[config.mk]
export PLATFORM = sky130hd
export DESIGN_NAME = modular_exponentiation_core
export DESIGN_NICKNAME = d
export VERILOG_FILES = /design/src/hdl/mexp_pkg.sv /design/src/hdl/modular_exponentiation_core.sv /design/src/hdl/mexp_mulmod.sv
export SDC_FILE = /design/constraint.sdc
export NUM_CORES = 1
export LEC_CHECK = 0
export BUFFER_PORTS_ARGS = -buffer_cell sky130_fd_sc_hd__buf_2
export CORE_AREA = 2 2 169 171
export DETAILED_ROUTE_END_ITERATION = 12
export DIE_AREA = 0 0 171 173
export GPL_ROUTABILITY_DRIVEN = 1
export PLACE_DENSITY_LB_ADDON = 0.15
export SLEW_MARGIN = 20
export SYNTH_ARGS = -nofsm -noshare
export SYNTH_HDL_FRONTEND = slang
export SYNTH_SLANG_ARGS = --single-unit
[constraint.sdc]
create_clock -name clk -period 5.95 [get_ports clk]
set_input_delay 1.19 -clock clk [delete_from_list [all_inputs] [get_ports clk]]
set_output_delay 1.19 -clock clk [all_outputs]
set_load 0.05 [all_outputs]
[src/hdl/mexp_pkg.sv]
// Shared constants and types of the modular exponentiation core.
package mexp_pkg;

	// Datapath width in bits for base, exponent and modulus
	localparam int WIDTH = 32;
	// Width of a counter that indexes one bit of the datapath
	localparam int CNT_W = (WIDTH > 1) ? $clog2(WIDTH) : 1;

	// Sequencer states of the top level
	typedef enum logic [2:0] {
		ST_IDLE,
		ST_REDUCE,
		ST_STEP,
		ST_MUL,
		ST_SQR,
		ST_FINISH
	} state_t;

endpackage

[src/hdl/modular_exponentiation_core.sv]
// Top level of the modular exponentiation core: sequencer, operand registers and stream ports.
// Computes base^exponent mod modulus by right-to-left square-and-multiply. The base is first
// reduced modulo the modulus, then each of the 32 exponent bits costs a squaring and, when the
// bit is set, one extra multiplication. All of these run on a single bit-serial modular
// multiplier. The reduction, each exponent bit and the load of the result into the output
// register keep the input side busy, as does any wait of the finished result for the previous
// one to leave; a modulus of 0 skips the multiplier and returns 0. The input side is not ready
// while a word is in work; the result sits in an output register, so a new word is taken while
// the previous result still waits. Write the modulus only while the core is idle; its reset
// value is 1.
module modular_exponentiation_core (
	input  logic        clk,
	input  logic        arst_n,
	input  logic        cfg_wen,
	input  logic [31:0] cfg_wdata,     // modulus
	input  logic        s_tvalid,
	output logic        s_tready,
	input  logic [63:0] s_tdata,       // [31:0] base, [63:32] exponent
	output logic        m_tvalid,
	input  logic        m_tready,
	output logic [31:0] m_tdata        // [31:0] power_mod
);

	localparam logic [mexp_pkg::CNT_W-1:0] LAST = mexp_pkg::CNT_W'(mexp_pkg::WIDTH - 1);
	localparam logic [mexp_pkg::WIDTH-1:0] ONE  = mexp_pkg::WIDTH'(1);

	mexp_pkg::state_t             state_q;
	mexp_pkg::state_t             state_d;
	logic [mexp_pkg::WIDTH-1:0]   modulus_q;
	logic [mexp_pkg::WIDTH-1:0]   exp_q;
	logic [mexp_pkg::WIDTH-1:0]   power_q;
	logic [mexp_pkg::WIDTH-1:0]   acc_q;
	logic [mexp_pkg::CNT_W-1:0]   bit_cnt_q;
	logic                         out_valid_q;
	logic [mexp_pkg::WIDTH-1:0]   power_mod_q;
	logic                         accept;
	logic                         out_load;
	logic                         mm_start;
	logic [mexp_pkg::WIDTH-1:0]   mm_a;
	logic [mexp_pkg::WIDTH-1:0]   mm_b;
	logic                         mm_done;
	logic [mexp_pkg::WIDTH-1:0]   mm_result;
	logic [mexp_pkg::WIDTH-1:0]   in_base;
	logic [mexp_pkg::WIDTH-1:0]   in_exp;

	assign in_base  = s_tdata[mexp_pkg::WIDTH-1:0];
	assign in_exp   = s_tdata[32 +: mexp_pkg::WIDTH];
	assign s_tready = (state_q == mexp_pkg::ST_IDLE);
	assign accept   = s_tvalid && s_tready;
	assign out_load = (state_q == mexp_pkg::ST_FINISH) && (!out_valid_q || m_tready);

	// Shared modular multiplier
	mexp_mulmod u_mulmod (
		.clk    (clk),
		.arst_n (arst_n),
		.start  (mm_start),
		.a      (mm_a),
		.b      (mm_b),
		.m      (modulus_q),
		.done   (mm_done),
		.result (mm_result)
	);

	// Next state
	always_comb begin
		state_d = state_q;
		case (state_q)
			mexp_pkg::ST_IDLE: begin
				if (accept) begin
					state_d = (modulus_q == '0) ? mexp_pkg::ST_FINISH : mexp_pkg::ST_REDUCE;
				end
			end
			mexp_pkg::ST_REDUCE: begin
				if (mm_done) state_d = mexp_pkg::ST_STEP;
			end
			mexp_pkg::ST_STEP: begin
				state_d = exp_q[0] ? mexp_pkg::ST_MUL : mexp_pkg::ST_SQR;
			end
			mexp_pkg::ST_MUL: begin
				if (mm_done) state_d = mexp_pkg::ST_SQR;
			end
			mexp_pkg::ST_SQR: begin
				if (mm_done) begin
					state_d = (bit_cnt_q == LAST) ? mexp_pkg::ST_FINISH : mexp_pkg::ST_STEP;
				end
			end
			mexp_pkg::ST_FINISH: begin
				if (out_load) state_d = mexp_pkg::ST_IDLE;
			end
			default: state_d = mexp_pkg::ST_IDLE;
		endcase
	end

	// Multiplier commands and operands
	always_comb begin
		mm_start = 1'b0;
		mm_a     = power_q;
		mm_b     = power_q;
		case (state_q)
			mexp_pkg::ST_IDLE: begin
				mm_start = accept && (modulus_q != '0);
				mm_a     = ONE;
				mm_b     = in_base;
			end
			mexp_pkg::ST_STEP: begin
				mm_start = 1'b1;
				mm_a     = exp_q[0] ? acc_q : power_q;
			end
			mexp_pkg::ST_MUL: begin
				mm_start = mm_done;
			end
			default: begin
				mm_start = 1'b0;
			end
		endcase
	end

	// Control registers
	always_ff @(posedge clk or negedge arst_n) begin
		if (!arst_n) begin
			state_q     <= mexp_pkg::ST_IDLE;
			modulus_q   <= ONE;
			bit_cnt_q   <= '0;
			out_valid_q <= 1'b0;
		end else begin
			state_q <= state_d;
			if (cfg_wen) modulus_q <= cfg_wdata[mexp_pkg::WIDTH-1:0];
			if (accept) begin
				bit_cnt_q <= '0;
			end else if ((state_q == mexp_pkg::ST_SQR) && mm_done) begin
				bit_cnt_q <= bit_cnt_q + 1'b1;
			end
			if (out_load) begin
				out_valid_q <= 1'b1;
			end else if (m_tready) begin
				out_valid_q <= 1'b0;
			end
		end
	end

	// Operand and result registers
	always_ff @(posedge clk) begin
		if (accept) begin
			exp_q <= in_exp;
			acc_q <= (modulus_q == ONE || modulus_q == '0) ? '0 : ONE;
		end
		if ((state_q == mexp_pkg::ST_REDUCE) && mm_done) begin
			power_q <= mm_result;
		end
		if ((state_q == mexp_pkg::ST_MUL) && mm_done) begin
			acc_q <= mm_result;
		end
		if ((state_q == mexp_pkg::ST_SQR) && mm_done) begin
			power_q <= mm_result;
			exp_q   <= exp_q >> 1;
		end
		if (out_load) begin
			power_mod_q <= acc_q;
		end
	end

	assign m_tvalid = out_valid_q;
	assign m_tdata  = 32'(power_mod_q);

endmodule

[src/hdl/mexp_mulmod.sv]
// Bit-serial interleaved modular multiplier: result = a * b mod m, one bit of b per cycle.
module mexp_mulmod (
	input  logic                        clk,
	input  logic                        arst_n,
	input  logic                        start,
	input  logic [mexp_pkg::WIDTH-1:0]  a,
	input  logic [mexp_pkg::WIDTH-1:0]  b,
	input  logic [mexp_pkg::WIDTH-1:0]  m,
	output logic                        done,
	output logic [mexp_pkg::WIDTH-1:0]  result
);

	localparam int XW = mexp_pkg::WIDTH + 2;
	localparam logic [mexp_pkg::CNT_W-1:0] LAST = mexp_pkg::CNT_W'(mexp_pkg::WIDTH - 1);

	logic                         busy_q;
	logic                         done_q;
	logic [mexp_pkg::CNT_W-1:0]   cnt_q;
	logic [mexp_pkg::WIDTH-1:0]   a_q;
	logic [mexp_pkg::WIDTH-1:0]   b_q;
	logic [mexp_pkg::WIDTH-1:0]   r_q;
	logic [XW-1:0]                x;
	logic [XW-1:0]                m1_ext;
	logic [XW-1:0]                m2_ext;
	logic [XW-1:0]                x_red;

	// Double the remainder, add a when the next bit of b is set, fold back below m
	always_comb begin
		m1_ext = {2'b00, m};
		m2_ext = {1'b0, m, 1'b0};
		x      = {1'b0, r_q, 1'b0} + (b_q[mexp_pkg::WIDTH-1] ? {2'b00, a_q} : '0);
		if (x >= m2_ext) begin
			x_red = x - m2_ext;
		end else if (x >= m1_ext) begin
			x_red = x - m1_ext;
		end else begin
			x_red = x;
		end
	end

	// Sequence the bit steps
	always_ff @(posedge clk or negedge arst_n) begin
		if (!arst_n) begin
			busy_q <= 1'b0;
			done_q <= 1'b0;
			cnt_q  <= '0;
		end else if (start) begin
			busy_q <= 1'b1;
			done_q <= 1'b0;
			cnt_q  <= '0;
		end else if (busy_q) begin
			cnt_q <= cnt_q + 1'b1;
			if (cnt_q == LAST) begin
				busy_q <= 1'b0;
				done_q <= 1'b1;
			end
		end else begin
			done_q <= 1'b0;
		end
	end

	// Hold operands and advance the remainder
	always_ff @(posedge clk) begin
		if (start) begin
			a_q <= a;
			b_q <= b;
			r_q <= '0;
		end else if (busy_q) begin
			b_q <= {b_q[mexp_pkg::WIDTH-2:0], 1'b0};
			r_q <= x_red[mexp_pkg::WIDTH-1:0];
		end
	end

	assign done   = done_q;
	assign result = r_q;

endmodule

# Word-level counts from Yosys, hierarchy flattened
# Index checks and enable logic that the tools add are counted.
word_totals:
  ff_bits: 272
  latch_bits: 0
  ramBits: 0
  mem_bits_ro: 0
  elab_cells: 91
  mem_count: 0
classes:
  addsub: 5
  mul: 0
  div: 0
  magnitude_cmp: 2
  n_eq_ne: 14
  n_shift: 0
  n_mux: 37
  bitwise_logic: 0
  n_reduce_logical: 18
ops:
  columns: ["op", "count"]
  rows:
  - ["$mux W32", 11]
  - ["$pmux W32 S2", 1]
  - ["$sub A32 B32 Y32", 2]
  - ["$mux W31", 2]
  - ["$add A33 B32 Y34", 1]
  - ["$ge A34 B32 Y1", 1]
  - ["$ge A34 B33 Y1", 1]
  - ["$eq A32 B1 Y1 const B", 1]
  - ["$logic_not A32 Y1", 1]
  - ["$reduce_bool A32 Y1", 1]
  - ["$mux W3", 8]
  - ["$mux W5", 4]
  - ["$pmux W3 S6", 1]
  - ["$add A5 B1 Y5 const B", 2]
  - ["$eq A5 B5 Y1 const B", 2]
  - ["$reduce_bool A2 Y1", 5]
  - ["$mux W1", 9]
  - ["$ne A2 B1 Y1 const B", 4]
  - ["$eq A3 B2 Y1 const B", 2]
  - ["$eq A3 B3 Y1 const B", 2]
  - ["$logic_and A1 B1 Y1", 6]
  - ["$reduce_and A5 Y1", 1]
  - ["$eq A3 B1 Y1 const B", 1]
  - ["$logic_not A3 Y1", 1]
  - ["5 further kinds", 6]

# Longest topological paths before layout
# Gate-level depths: netlist (run 1).
depth:
  word_depth: 5
  ltp_mapped: 24
  depth_no_buf: 21

# Cells and area by module
# From an unflattened synthesis (run 1), not the netlist that was laid out.
unflattened:
  hier_cells: 1468
  area_unflattened_um2: 16241.8
by_module_without_submodules:
  columns: ["module", "instances", "cells_each", "area_each_um2", "seq_area_each_um2"]
  rows:
  - ["mexp_mulmod", 1, 1041, 9201.3, 2737.6]
  - ["modular_exponentiation_core", 1, 427, 7040.5, 4860.9]

# Worst setup path after synthesis (run 1)
# OpenSTA, ideal clock, no wires.
synth_timing:
  path_kind: "register -> register"
  from: "reg u_mulmod.b_q[31] (netlist bit)"
  to: "reg u_mulmod.r_q, in the netlist u_mulmod.result[16]"
  arrival_ps: 5287
  slack_ps: 590
  stages_incl_launch_ff: 24
  period_less_slack_ps: 5360
  cell_sequence: "edfxtp_1 > clkbuf_1 > and2_1 > ha_1 > buf_6 > and3_4 > and3_1 > a22o_1 > or4b_2 > a31o_2 > a21oi_1 > xnor2_1 > ha_1 > clkbuf_1 > a211o_1 > a21oi_1 > o21a_1 > o311ai_1 > o21ai_2 > nand3_4 > or2_1 > buf_6 > or4_4 > o211ai_2"
synth_between:
  elab_chain_cells: 5
  elab_cells_between_ends: 8
synth_lines:
  columns: ["element", "line", "text"]
  rows:
  - ["start, declared", "mexp_mulmod.sv:20", "logic [mexp_pkg::WIDTH-1:0] b_q;"]
  - ["start signal, assigned", "mexp_mulmod.sv:69", "b_q <= {b_q[mexp_pkg::WIDTH-2:0], 1'b0};"]
  - ["$mux W32 *", "mexp_mulmod.sv:31", "x = {1'b0, r_q, 1'b0} + (b_q[mexp_pkg::WIDTH-1] ? {2'b00, a_q} : '0);"]
  - ["$add A33 B32 Y34 *", "mexp_mulmod.sv:31", null]
  - ["$sub A32 B32 Y32 / $ge A34 B32 Y1 (equally long branches)", "mexp_mulmod.sv:35, mexp_mulmod.sv:34", null]
  - ["$mux W32", "mexp_mulmod.sv:34", "end else if (x >= m1_ext) begin"]
  - ["$mux W32 *", "mexp_mulmod.sv:32", "if (x >= m2_ext) begin"]
  - ["end signal, assigned", "mexp_mulmod.sv:70", "r_q <= x_red[mexp_pkg::WIDTH-1:0];"]
  - ["end, declared", "mexp_mulmod.sv:21", "logic [mexp_pkg::WIDTH-1:0] r_q;"]
# Mark *: on every way between the ends. The rest lies on a longest branch, timed or not.
# A chain may end at the register's enable or synchronous reset.

# Worst setup path after layout (run 1)
layout_timing:
  from: "reg u_mulmod.b_q[31] (netlist bit)"
  to: "reg u_mulmod.r_q, in the netlist u_mulmod.result[18]"
# The elaborated chain is that of the path after synthesis.

==> results.md, run 1 <==
* Initial Util at 0.597
* CTS tree: built
* Port-buffer cells at 134
* P&R area growth vs syn at 14.5%
* Worst path cell trace: buf_4 -> nand2_1 -> inv_1 -> ha_1 -> a211o_1 -> a211oi_2 -> o31ai_2 -> a221oi_2 -> o21ai_0 -> a21o_1 -> a211o_1 -> and2_1 -> ha_1 -> and3_1 -> and2_1 -> nand3_1 -> nor4_2 -> a21oi_1 -> a31o_2 -> nand3_2 -> buf_12 -> buf_4 -> mux2i_1 -> o221ai_1
* Commonest cells after routing, fill and taps aside: nand2_1, edfxtp_1, buf_2
* Period Utilization, post-route at 0.959
* HP Class: register to register
* I/O pin count at 135
* Mapped Cells at 1685
* Register area share after synthesis at 0.460
* Final Max Tran Viols at 0
* Post-synthesis cell type count at 84
* Clock Skews at 0.0186 ns
* Global route overflow at 0
* # DRC at 0
* DIE HEIGHT at 173 um
* # H-tree levels at 1
* Register bit total from synthesis at 272
* Placement Cell Area at 0.0176 mm^2
* Final ANT Viol Nets at 0
* Final GP Congestion at 0.975
* Core area at 0.0276 mm^2
* Final nets at 2027
* Slew at the pin closest to its max-slew limit at 1.00 ns
* Setup violations, final at 0
* Clock Latency Late Sink at 0.58 ns
* Largest net degree at the start of global routing at 72
* N_diodes at 0
* Clk buf depth at 3
* Initial antenna violation count at 0
* Slew headroom at 0.330
* Post-synth EDFFs at 191
* Die footprint at 0.0296 mm^2
* Clk sinks at 272
* Post-Syn Area at 0.0165 mm^2
* Die X at 171 um
* Vias at 13450
* Max FO, Critical Path at 29
* Critical path's largest stage delay at 0.53 ns
* Hold path cells at 0
* First-pass GRT wire length at 68700 um
* Leakage power at 0.00784 uW
* Max frequency at 175 MHz
* Finished Layout Cells at 2227
* Most common cell after layout, fill and taps aside: nand2_1
* Setup CP Type: register to register
* Min Tclk post-route at 5.71 ns
* Dpl cells at 2159
* Hold path endpoint: m_tdata[21]$_DFFE_PP_
* WL/cell at 19.6 um
* R2R Setup Slk at 0.24 ns
* WHS at 0.445 ns
* Final Hold Fails at 0
* RR Startpoint: u_mulmod.b_q[31]$_DFFE_PP_
* Syn_area_per_cell at 9.79 um^2
* Final Core Density at 0.684
* Initial DRC Count at 1360
* Worst setup EP type: register
* Worst path required time at 6.40 ns
* Main synth FF type: edfxtp_1
* Async set-or-reset flop fraction in the synthesized netlist at 0.176
* Fill count at 2207
* Ys Warns at 0
* Reg clk slew, reported paths at 0.06 ns
* HP Start: acc_q[21]$_SDFFCE_PN0P_
* Vias per cell at 6.04
* FF-to-FF End: u_mulmod.result[18]$_SDFFE_PP0P_
* Global Route Usage Sum at 0.293
* Status: completed
* Slowest cell on the critical path: edfxtp_1
* Final HPWL DP at 32400 um
* Post-Route WL at 43600 um
* Root Buffer: clkbuf_16
* Cell Pwr Density at 591 mW/mm^2
* Crit start category: register
* Share of layout cells above drive strength 1 at 0.153
* Core Rows at 61
* Peak supply drop at 0.000397 V
* Syn Nets at 1888
* CTS Buf Count at 31
* 1st-pass router iterations at 5
* MaxCap Viol Count at 0
* Worst Path Arrival at 6.16 ns
* Design area at 0.0189 mm^2
* Reg2Reg Depth at 24
* Vias in the first global route at 12538
[Yosys cell counts, types with 5 or more instances]
cell / instances / area [um^2]
nand2_1: 258 / 968
edfxtp_1: 191 / 5740
o21ai_0: 124 / 621
nor2_1: 104 / 390
ha_1: 99 / 1240
a21oi_1: 95 / 475
and2_1: 71 / 444
inv_1: 62 / 233
mux2i_1: 62 / 621
clkbuf_1: 57 / 214
xnor2_1: 50 / 438
dfrtp_1: 47 / 1180
a21o_1: 35 / 263
nand3_1: 35 / 175
a22o_1: 34 / 298
dfxtp_1: 33 / 661
xor2_1: 24 / 210
a211oi_1: 22 / 165
and3_1: 21 / 131
nand4_1: 20 / 125
nor3_1: 16 / 80.1
o21a_1: 16 / 120
nor4_1: 15 / 93.8
o211ai_1: 14 / 105
o221ai_1: 13 / 114
o21bai_1: 12 / 90.1
a31oi_1: 11 / 68.8
nor2b_1: 11 / 68.8
buf_1: 8 / 30.0
nand2b_1: 7 / 43.8
buf_6: 5 / 56.3
o22ai_1: 5 / 31.3
o31ai_1: 5 / 37.5
or3_1: 5 / 31.3
[cell families after synthesis]
family,share of synthesized area
AO/OA/AOI/OAI,0.181
XOR/XNOR,0.0393
adder cells (fa/ha/maj),0.0787
buffers and inverters,0.0335
flip-flops,0.460
multiplexers,0.0390
AND/OR/NAND/NOR,0.168
[final cells by class]
class / count / area [um^2] / area share
Tap cell: 378 / 473 / 0.0250
Timing Repair Buffer: 180 / 1030 / 0.0545
Sequential cell: 272 / 7600 / 0.402
Clock inverter: 27 / 313 / 0.0166
Clock buffer: 31 / 776 / 0.0411
Inverter: 62 / 233 / 0.0123
Multi-Input combinational cell: 1277 / 8470 / 0.448
[metal layers]
metal | vias up | wire length, um | track usage
li1 | 6482 | - | -
met1 | 6361 | 21100 | 0.460
met2 | 543 | 18300 | 0.432
met3 | 64 | 3010 | 0.0323
met4 | 0 | 1180 | 0.0742
met5 | - | 0 | 0
[per-stage QoR]
stage                     setup TNS (ns)  total power, uW  setup WS [ns]
final                                  0            11200          0.243
after floorplan                        0             7150          0.590
after detailed placement          -0.154             8860         -0.122
after global placement           -0.0320             8820        -0.0320
after CTS                              0            10900         0.0577
after global routing             -0.0682            11900        -0.0353
[repair_timing]
item | CTS | global route
pin swaps | 0 | 6
gates resized for setup | 1 | 22
hold buffers | 0 | 0
setup buffers | 1 | 9
setup endpoints to repair | 4 | 29
[registers in the layout, summed over array words and instances (netlist names)]
register,flops
modulus_q,32
u_mulmod.b_q,32
u_mulmod.done,1
acc_q,32
m_tvalid,1
power_q,32
u_mulmod.a_q,32
state_q,3
bit_cnt_q,5
u_mulmod.busy_q,1
u_mulmod.result,32
exp_q,32
m_tdata,32
u_mulmod.cnt_q,5
[report_power, final]
part	leakage (uW)	internal [uW]	switching, uW	total, uW
Sequential	0.00264	2240	198	2430
Clock	0.000525	1190	818	2000
Combinational	0.00468	2790	3950	6730
Total	0.00784	6210	4960	11200
[worst max-delay path by stage]
stage	slack (ns)	end	startpoint
after detailed placement	-0.12	u_mulmod.result[28]$_SDFFE_PP0P_	u_mulmod.b_q[31]$_DFFE_PP_
after global routing	-0.04	u_mulmod.result[2]$_SDFFE_PP0P_	u_mulmod.b_q[31]$_DFFE_PP_
after floorplan	0.59	u_mulmod.result[16]$_SDFFE_PP0P_	u_mulmod.b_q[31]$_DFFE_PP_
after global placement	-0.03	u_mulmod.result[28]$_SDFFE_PP0P_	u_mulmod.b_q[31]$_DFFE_PP_
after CTS	0.06	u_mulmod.result[28]$_SDFFE_PP0P_	u_mulmod.b_q[31]$_DFFE_PP_
final	0.24	u_mulmod.result[18]$_SDFFE_PP0P_	u_mulmod.b_q[31]$_DFFE_PP_
[critical path: cells and delay by family, from the launching register on]
kind	cells	cell delay (ns)
compound gates	10	2.22
mux	1	0.19
simple gates	7	1.29
flops	1	0.53
fa+ha+maj	2	0.69
buf+inv	4	0.66
No activity file was read; power rests on OpenSTA's default activity.
==> run 2: changes to the inputs <==
--- a/config.mk
+++ b/config.mk
@@ -6,12 +6,14 @@
 export NUM_CORES = 1
 export LEC_CHECK = 0
 export BUFFER_PORTS_ARGS = -buffer_cell sky130_fd_sc_hd__buf_2
-export CORE_AREA = 2 2 169 171
+export CORE_AREA = 2 2 168 170
 export DETAILED_ROUTE_END_ITERATION = 12
-export DIE_AREA = 0 0 171 173
+export DIE_AREA = 0 0 170 172
 export GPL_ROUTABILITY_DRIVEN = 1
 export PLACE_DENSITY_LB_ADDON = 0.15
+export RECOVER_POWER = 50
 export SLEW_MARGIN = 20
 export SYNTH_ARGS = -nofsm -noshare
 export SYNTH_HDL_FRONTEND = slang
+export SYNTH_HIERARCHICAL = 1
 export SYNTH_SLANG_ARGS = --single-unit
==> results.md, run 2 <==
* Register bit total from synthesis at 272 (unchanged)
* Slew headroom at -1.71 (-2.04)
* MaxCap Viol Count at 6 (+6)
* Period Utilization, post-route at 0.952 (-0.00679)
* Register area share after synthesis at 0.468 (+0.00734)
* Post-synthesis cell type count at 87 (+3.6%)
* GRT met3 Usage at 0.0245 (-0.00778)
* Final GP Congestion at 0.919 (-5.8%)
* Slowest cell on the critical path: or4_1
* RR Startpoint: u_mulmod/b_q[31]$_DFFE_PP_
* # H-tree levels at 1 (unchanged)
* FF-to-FF End: u_mulmod/result[0]$_SDFFE_PP0P_
* Met2 usage at 0.387 (-0.0449)
* Post-Route WL at 38100 um (-13%)
* Crit start category: register
* Syn Nets at 1671 (-11%)
* Final HPWL DP at 28000 um (-14%)
* Accumulated negative setup slack at 0 ns (unchanged)
* Failing checks: max-capacitance violations, max-slew violations
* Async set-or-reset flop fraction in the synthesized netlist at 0.176 (unchanged)
* HP Class: register to register
* Worst setup EP type: register
* Crit path buf inv count at 3 (-1)
* Global route overflow at 0 (unchanged)
* Cell with the most instances after synthesis: edfxtp_1
* Clk buf depth at 3 (unchanged)
* CTS Buf Count at 30 (-3.2%)
* Global Route Usage Sum at 0.262 (-0.0317)
* DIE HEIGHT at 172 um (-0.58%)
* Final Max Tran Viols at 204 (+204)
* Vias at 11922 (-11%)
* HP Start: acc_q[22]$_SDFFCE_PN0P_
* Max FO, Critical Path at 28 (-3.4%)
* Core area at 0.0275 mm^2 (-0.55%)
* Commonest cells after routing, fill and taps aside: edfxtp_1, buf_2, mux2_2
* Reg2Reg Depth at 26 (+8.3%)
* Vias in the first global route at 11293 (-9.9%)
* Pre-CTS setup slack at 0.206 ns (+0.328 ns)
* Largest net degree at the start of global routing at 69 (-4.2%)
* Top cells by count, synth: edfxtp_1, mux2_2, a21oi_1, ha_1, nand2_1
* Die X at 170 um (-0.58%)
* N_diodes at 0 (unchanged)
* Initial Util at 0.591 (-0.00611)
* # DRC at 0 (unchanged)
* Final nets at 1813 (-11%)
* Port-buffer cells at 134 (unchanged)
* Initial DRC Count at 892 (-34%)
* Min Tclk post-route at 5.67 ns (-0.0404 ns)
* Hold path cells at 0 (unchanged)
* Clock Skews at 0.0230 ns (+0.00433 ns)
* Yosys top cell by area: edfxtp_1
* GR peak layer: met1
* Reg clk slew, reported paths at 0.06 ns (about the same)
* CTS tree: built
* Post-synth EDFFs at 191 (unchanged)
* Initial antenna violation count at 0 (unchanged)
* Hold path endpoint: m_tdata[22]$_DFFE_PP_
* WHS at 0.451 ns (+0.00656 ns)
* Final Hold Fails at 0 (unchanged)
* Setup CP Type: register to register
* Setup violations, final at 0 (unchanged)
* Max frequency at 176 MHz (+0.71%)
* Final Core Density at 0.669 (-0.0142)
* Mapped Cells at 1468 (-13%)
* Worst path required time at 6.45 ns (+0.05 ns)
* Share of layout cells above drive strength 1 at 0.211 (+0.0586)
* Most common cell after layout, fill and taps aside: edfxtp_1
* Worst Path Arrival at 6.16 ns (about the same)
* First-pass GRT wire length at 60500 um (-12%)
* WL/cell at 19.2 um (-1.7%)
* Final ANT Viol Nets at 0 (unchanged)
* Syn_area_per_cell at 11.1 um^2 (+13%)
* I/O pin count at 135 (unchanged)
* Clock Latency Late Sink at 0.58 ns (about the same)
* Ys Warns at 6 (+6)
* P&R area growth vs syn at 13.3%
* Top Family by Delay on Critical Path: compound AO/OA/AOI/OAI gates
* Vias per cell at 6.02 (-0.30%)
* Top-area cell type share of the netlist area at 0.353 (+0.00554)
* Met1 Use GR at 0.418 (-0.0420)
* Slew at the pin closest to its max-slew limit at 4.02 ns (+3.02 ns)
* Status: finished with violations
* Post-Syn Area at 0.0162 mm^2 (-1.6%)
* Core Rows at 61 (unchanged)
* Main synth FF type: edfxtp_1
* 1st-pass router iterations at 7 (+2)
* R2R Setup Slk at 0.28 ns (+0.04 ns)
* PnR worst setup slack at 0.284 ns (+0.0404 ns)
* Clk sinks at 272 (unchanged)
* Synth top area cells: edfxtp_1, mux2_2, ha_1
* Die footprint at 0.0292 mm^2 (-1.2%)
* Root Buffer: clkbuf_16
* Critical path's largest stage delay at 0.40 ns (-0.13 ns)
-- run 2: cell types whose count changed after synthesis, moves of 13 or more --
cell | previous run | this run
nand3_1 | 35 | 20
o21ai_0 | 124 | 69
xor2_1 | 24 | 37
buf_2 | 4 | 17
clkbuf_1 | 57 | 23
mux2_1 | 0 | 15
mux2i_1 | 62 | 13
mux2_2 | 2 | 113
nor2_1 | 104 | 80
nand2_1 | 258 | 83
-- run 2: layout make-up --
type                            instances  area [um^2]
Inverter                               63          236
Timing Repair Buffer                  167          957
Tap cell                              346          433
Fill cell                            2175         9080
Multi-Input combinational cell       1076         8140
Clock buffer                           36          773
Clock inverter                         20          255
Sequential cell                       272         7600
-- run 2: worst max-delay path by stage --
stage	from	endpoint	slack, ns	depth (start not counted)
2_1_floorplan	u_mulmod/b_q[31]$_DFFE_PP_	u_mulmod/result[25]$_SDFFE_PP0P_	0.55	27
3_3_place_gp	u_mulmod/b_q[31]$_DFFE_PP_	u_mulmod/result[0]$_SDFFE_PP0P_	0.33	24
3_5_place_dp	u_mulmod/b_q[31]$_DFFE_PP_	u_mulmod/result[0]$_SDFFE_PP0P_	0.21	24
4_1_cts	u_mulmod/b_q[31]$_DFFE_PP_	u_mulmod/result[0]$_SDFFE_PP0P_	0.14	24
5_1_grt	u_mulmod/b_q[31]$_DFFE_PP_	u_mulmod/result[22]$_SDFFE_PP0P_	-0.03	26
6_report	u_mulmod/b_q[31]$_DFFE_PP_	u_mulmod/result[0]$_SDFFE_PP0P_	0.28	26
-- run 2: cells by family (layout without fill, tap and decap cells) --
| family | Yosys count | after routing | share of synthesized area |
|---|---|---|---|
| compound gates | 384 | 384 | 0.158 |
| simple gates | 360 | 360 | 0.115 |
| flops | 272 | 272 | 0.468 |
| mux | 142 | 142 | 0.0977 |
| buf+inv | 120 | 286 | 0.0340 |
| fa+ha+maj | 102 | 102 | 0.0800 |
| xor+xnor | 88 | 88 | 0.0475 |
-- run 2: stage by stage --
stage                     cell area, um^2  instances
after CTS                           18300       1972
after detailed placement            17300       1916
after global routing                18400       1980
final                               18400       1980
after global placement              17300       1915
after floorplan                     16200       1468
-- run 2: timing repair --
action / in CTS / in global routing
hold buffers: 0 / 0
buffers inserted: 0 / 7
resized for setup: 0 / 5
hold endpoints to repair: 0 / 0
endpoints found under the setup margin: 0 / 32
-- run 2: layer usage --
| metal | routed length [um] | share of wire |
|---|---|---|
| met1 | 18900 | 0.50 |
| met4 | 614 | 0.016 |
| met3 | 2250 | 0.059 |
| met2 | 16300 | 0.43 |
| met5 | 0 | 0 |
Power of run 2 is left out: the tool's default activity adds up to more than one toggle a clock period on the data nets, which glitch-free logic cannot reach.
==> run 3: changes to the inputs <==
--- a/config.mk
+++ b/config.mk
@@ -11,7 +11,6 @@
 export DIE_AREA = 0 0 170 172
 export GPL_ROUTABILITY_DRIVEN = 1
 export PLACE_DENSITY_LB_ADDON = 0.15
-export RECOVER_POWER = 50
 export SLEW_MARGIN = 20
 export SYNTH_ARGS = -nofsm -noshare
 export SYNTH_HDL_FRONTEND = slang
==> results.md, run 3 (synthesized netlist as in run 2, its figures left out) <==
* Multi-input gate area at 0.00816 mm^2 (+0.29%)
* Initial DRC Count at 903 (+1.2%)
* Met2 usage at 0.387 (unchanged)
* Setup CP Type: register to register
* HP Class: register to register
* Global Route Usage Sum at 0.262 (unchanged)
* Slew at the pin closest to its max-slew limit at 1.08 ns (-2.94 ns)
* GRT met3 Usage at 0.0245 (unchanged)
* GR peak layer: met1
* N_diodes at 0 (unchanged)
* Slew headroom at 0.274 (+1.98)
* Worst path required time at 6.45 ns (about the same)
* I/O pin count at 135 (unchanged)
* Core Rows at 61 (unchanged)
* Largest net degree at the start of global routing at 69 (unchanged)
* P&R area growth vs syn at 13.6%
* Die footprint at 0.0292 mm^2 (unchanged)
* Crit start category: register
* Clk sinks at 272 (unchanged)
* # H-tree levels at 1 (unchanged)
* DIE HEIGHT at 172 um (unchanged)
* Finished Layout Cells at 1980 (unchanged)
* Period Utilization, post-route at 0.953 (about the same)
* Final ANT Viol Nets at 0 (unchanged)
* Global route overflow at 0 (unchanged)
* Post-Route WL at 38100 um (-0.11%)
* Max frequency at 176 MHz (about the same)
* CTS Buf Count at 30 (unchanged)
* Final Max Tran Viols at 0 (-100%)
* Final Hold Fails at 0 (unchanged)
* Vias per cell at 6.02 (about the same)
* Vias at 11916 (-0.050%)
* WL/cell at 19.2 um (-0.11%)
* Clk buf depth at 3 (unchanged)
* Status: completed
* First-pass GRT wire length at 60500 um (unchanged)
* Met1 Use GR at 0.418 (unchanged)
* Most common cell after layout, fill and taps aside: edfxtp_1
* Initial Util at 0.591 (unchanged)
* Final HPWL DP at 28000 um (unchanged)
* # DRC at 0 (unchanged)
* Setup violations, final at 0 (unchanged)
* Final nets at 1813 (unchanged)
* Core area at 0.0275 mm^2 (unchanged)
* CTS tree: built
* Die X at 170 um (unchanged)
* Max FO, Critical Path at 28 (unchanged)
* MaxCap Viol Count at 0 (-6)
* Fill count at 2161 (-0.64%)
* Worst Path Arrival at 6.16 ns (about the same)
* Initial antenna violation count at 0 (unchanged)
* Port-buffer cells at 134 (unchanged)
* Vias in the first global route at 11293 (unchanged)
* Storage cell area at 0.00760 mm^2 (unchanged)
* Min Tclk post-route at 5.67 ns (+0.00168 ns)
* Dpl cells at 1916 (unchanged)
* Root Buffer: clkbuf_16
* Share of layout cells above drive strength 1 at 0.217 (+0.00612)
* 1st-pass router iterations at 5 (-2)
* Clock Skews at 0.0228 ns (-0.000195 ns)
* Commonest cells after routing, fill and taps aside: edfxtp_1, buf_2, mux2_2
* Worst setup EP type: register
* Reg clk slew, reported paths at 0.06 ns (about the same)
* Final GP Congestion at 0.919 (unchanged)
* Clock Latency Late Sink at 0.57 ns (about the same)
* Cts hold-fix bufs at 0 (unchanged)
==> run 3: cell types whose count changed in the layout (fill, tap and decap cells not counted), sizes merged <==
cell	change
buf	+5
clkbuf	-5
==> run 3: final cells by class <==
type	instances	share of cell area
Clock buffer	36	0.0419
Timing Repair Buffer	167	0.0533
Inverter	63	0.0128
Multi-Input combinational cell	1076	0.443
Tap cell	346	0.0235
Sequential cell	272	0.412
Clock inverter	20	0.0138
==> run 3: path summary, 6_finish.rpt <==
check                                           startpoint                              end  slack [ns]  cells past startpoint
worst max register to register  u_mulmod/b_q[31]$_DFFE_PP_  u_mulmod/result[0]$_SDFFE_PP0P_        0.28                     26
worst max-delay path            u_mulmod/b_q[31]$_DFFE_PP_  u_mulmod/result[0]$_SDFFE_PP0P_        0.28                     26
worst min register to register     acc_q[22]$_SDFFCE_PN0P_            m_tdata[22]$_DFFE_PP_        0.45                      0
max in group asynchronous                           arst_n        modulus_q[26]$_DFFE_PN0P_        4.82                      2
min in group asynchronous                           arst_n        u_mulmod/done$_DFFE_PN0P_        0.58                      1
worst min-delay path               acc_q[22]$_SDFFCE_PN0P_            m_tdata[22]$_DFFE_PP_        0.45                      0
==> run 3: per-stage QoR <==
step                setup TNS (ns)   util  hold slack (ns)  setup slack (ns)  area (um^2)
finish                           0  0.671            0.451             0.282        18400
global route               -0.0645  0.671            0.462           -0.0345        18400
CTS                              0  0.668            0.452             0.144        18300
detailed placement               0  0.630            0.437             0.206        17300
global placement                 0  0.630            0.432             0.332        17300
floorplan                        0      -            0.417             0.554        16200
==> run 3: critical path: stages, from the launching register on <==
cell and delay [ns]:
edfxtp_1 0.38, buf_4 0.17, buf_4 0.13, and2_1 0.15, ha_1 0.34, nand3_1 0.12
o211ai_1 0.14, a211o_1 0.35, a21oi_1 0.21, a21o_1 0.14, nand2_1 0.11, a21o_1 0.20
a21oi_1 0.23, xnor2_2 0.19, ha_1 0.30, o21ai_0 0.15, nor2_1 0.08, or4_1 0.41
a221o_1 0.32, nor2_1 0.11, and3_1 0.18, o221ai_2 0.11, nor3b_4 0.27, buf_12 0.22
nor2_2 0.05, mux2_4 0.30, a211oi_2 0.21
==> run 3: timing repair <==
action	4_1_cts	5_1_grt
endpoints found under the setup margin	0	32
buffers inserted	0	7
resized for setup	0	5
==> run 3: per-layer routing <==
metal	routed length [um]	share of wire	up-vias
li1	-	-	5775
met1	19100	0.50	5707
met2	16100	0.42	392
met3	2240	0.059	42
met4	656	0.017	0
met5	0	0	-
Power of run 3 is left out for the same reason.
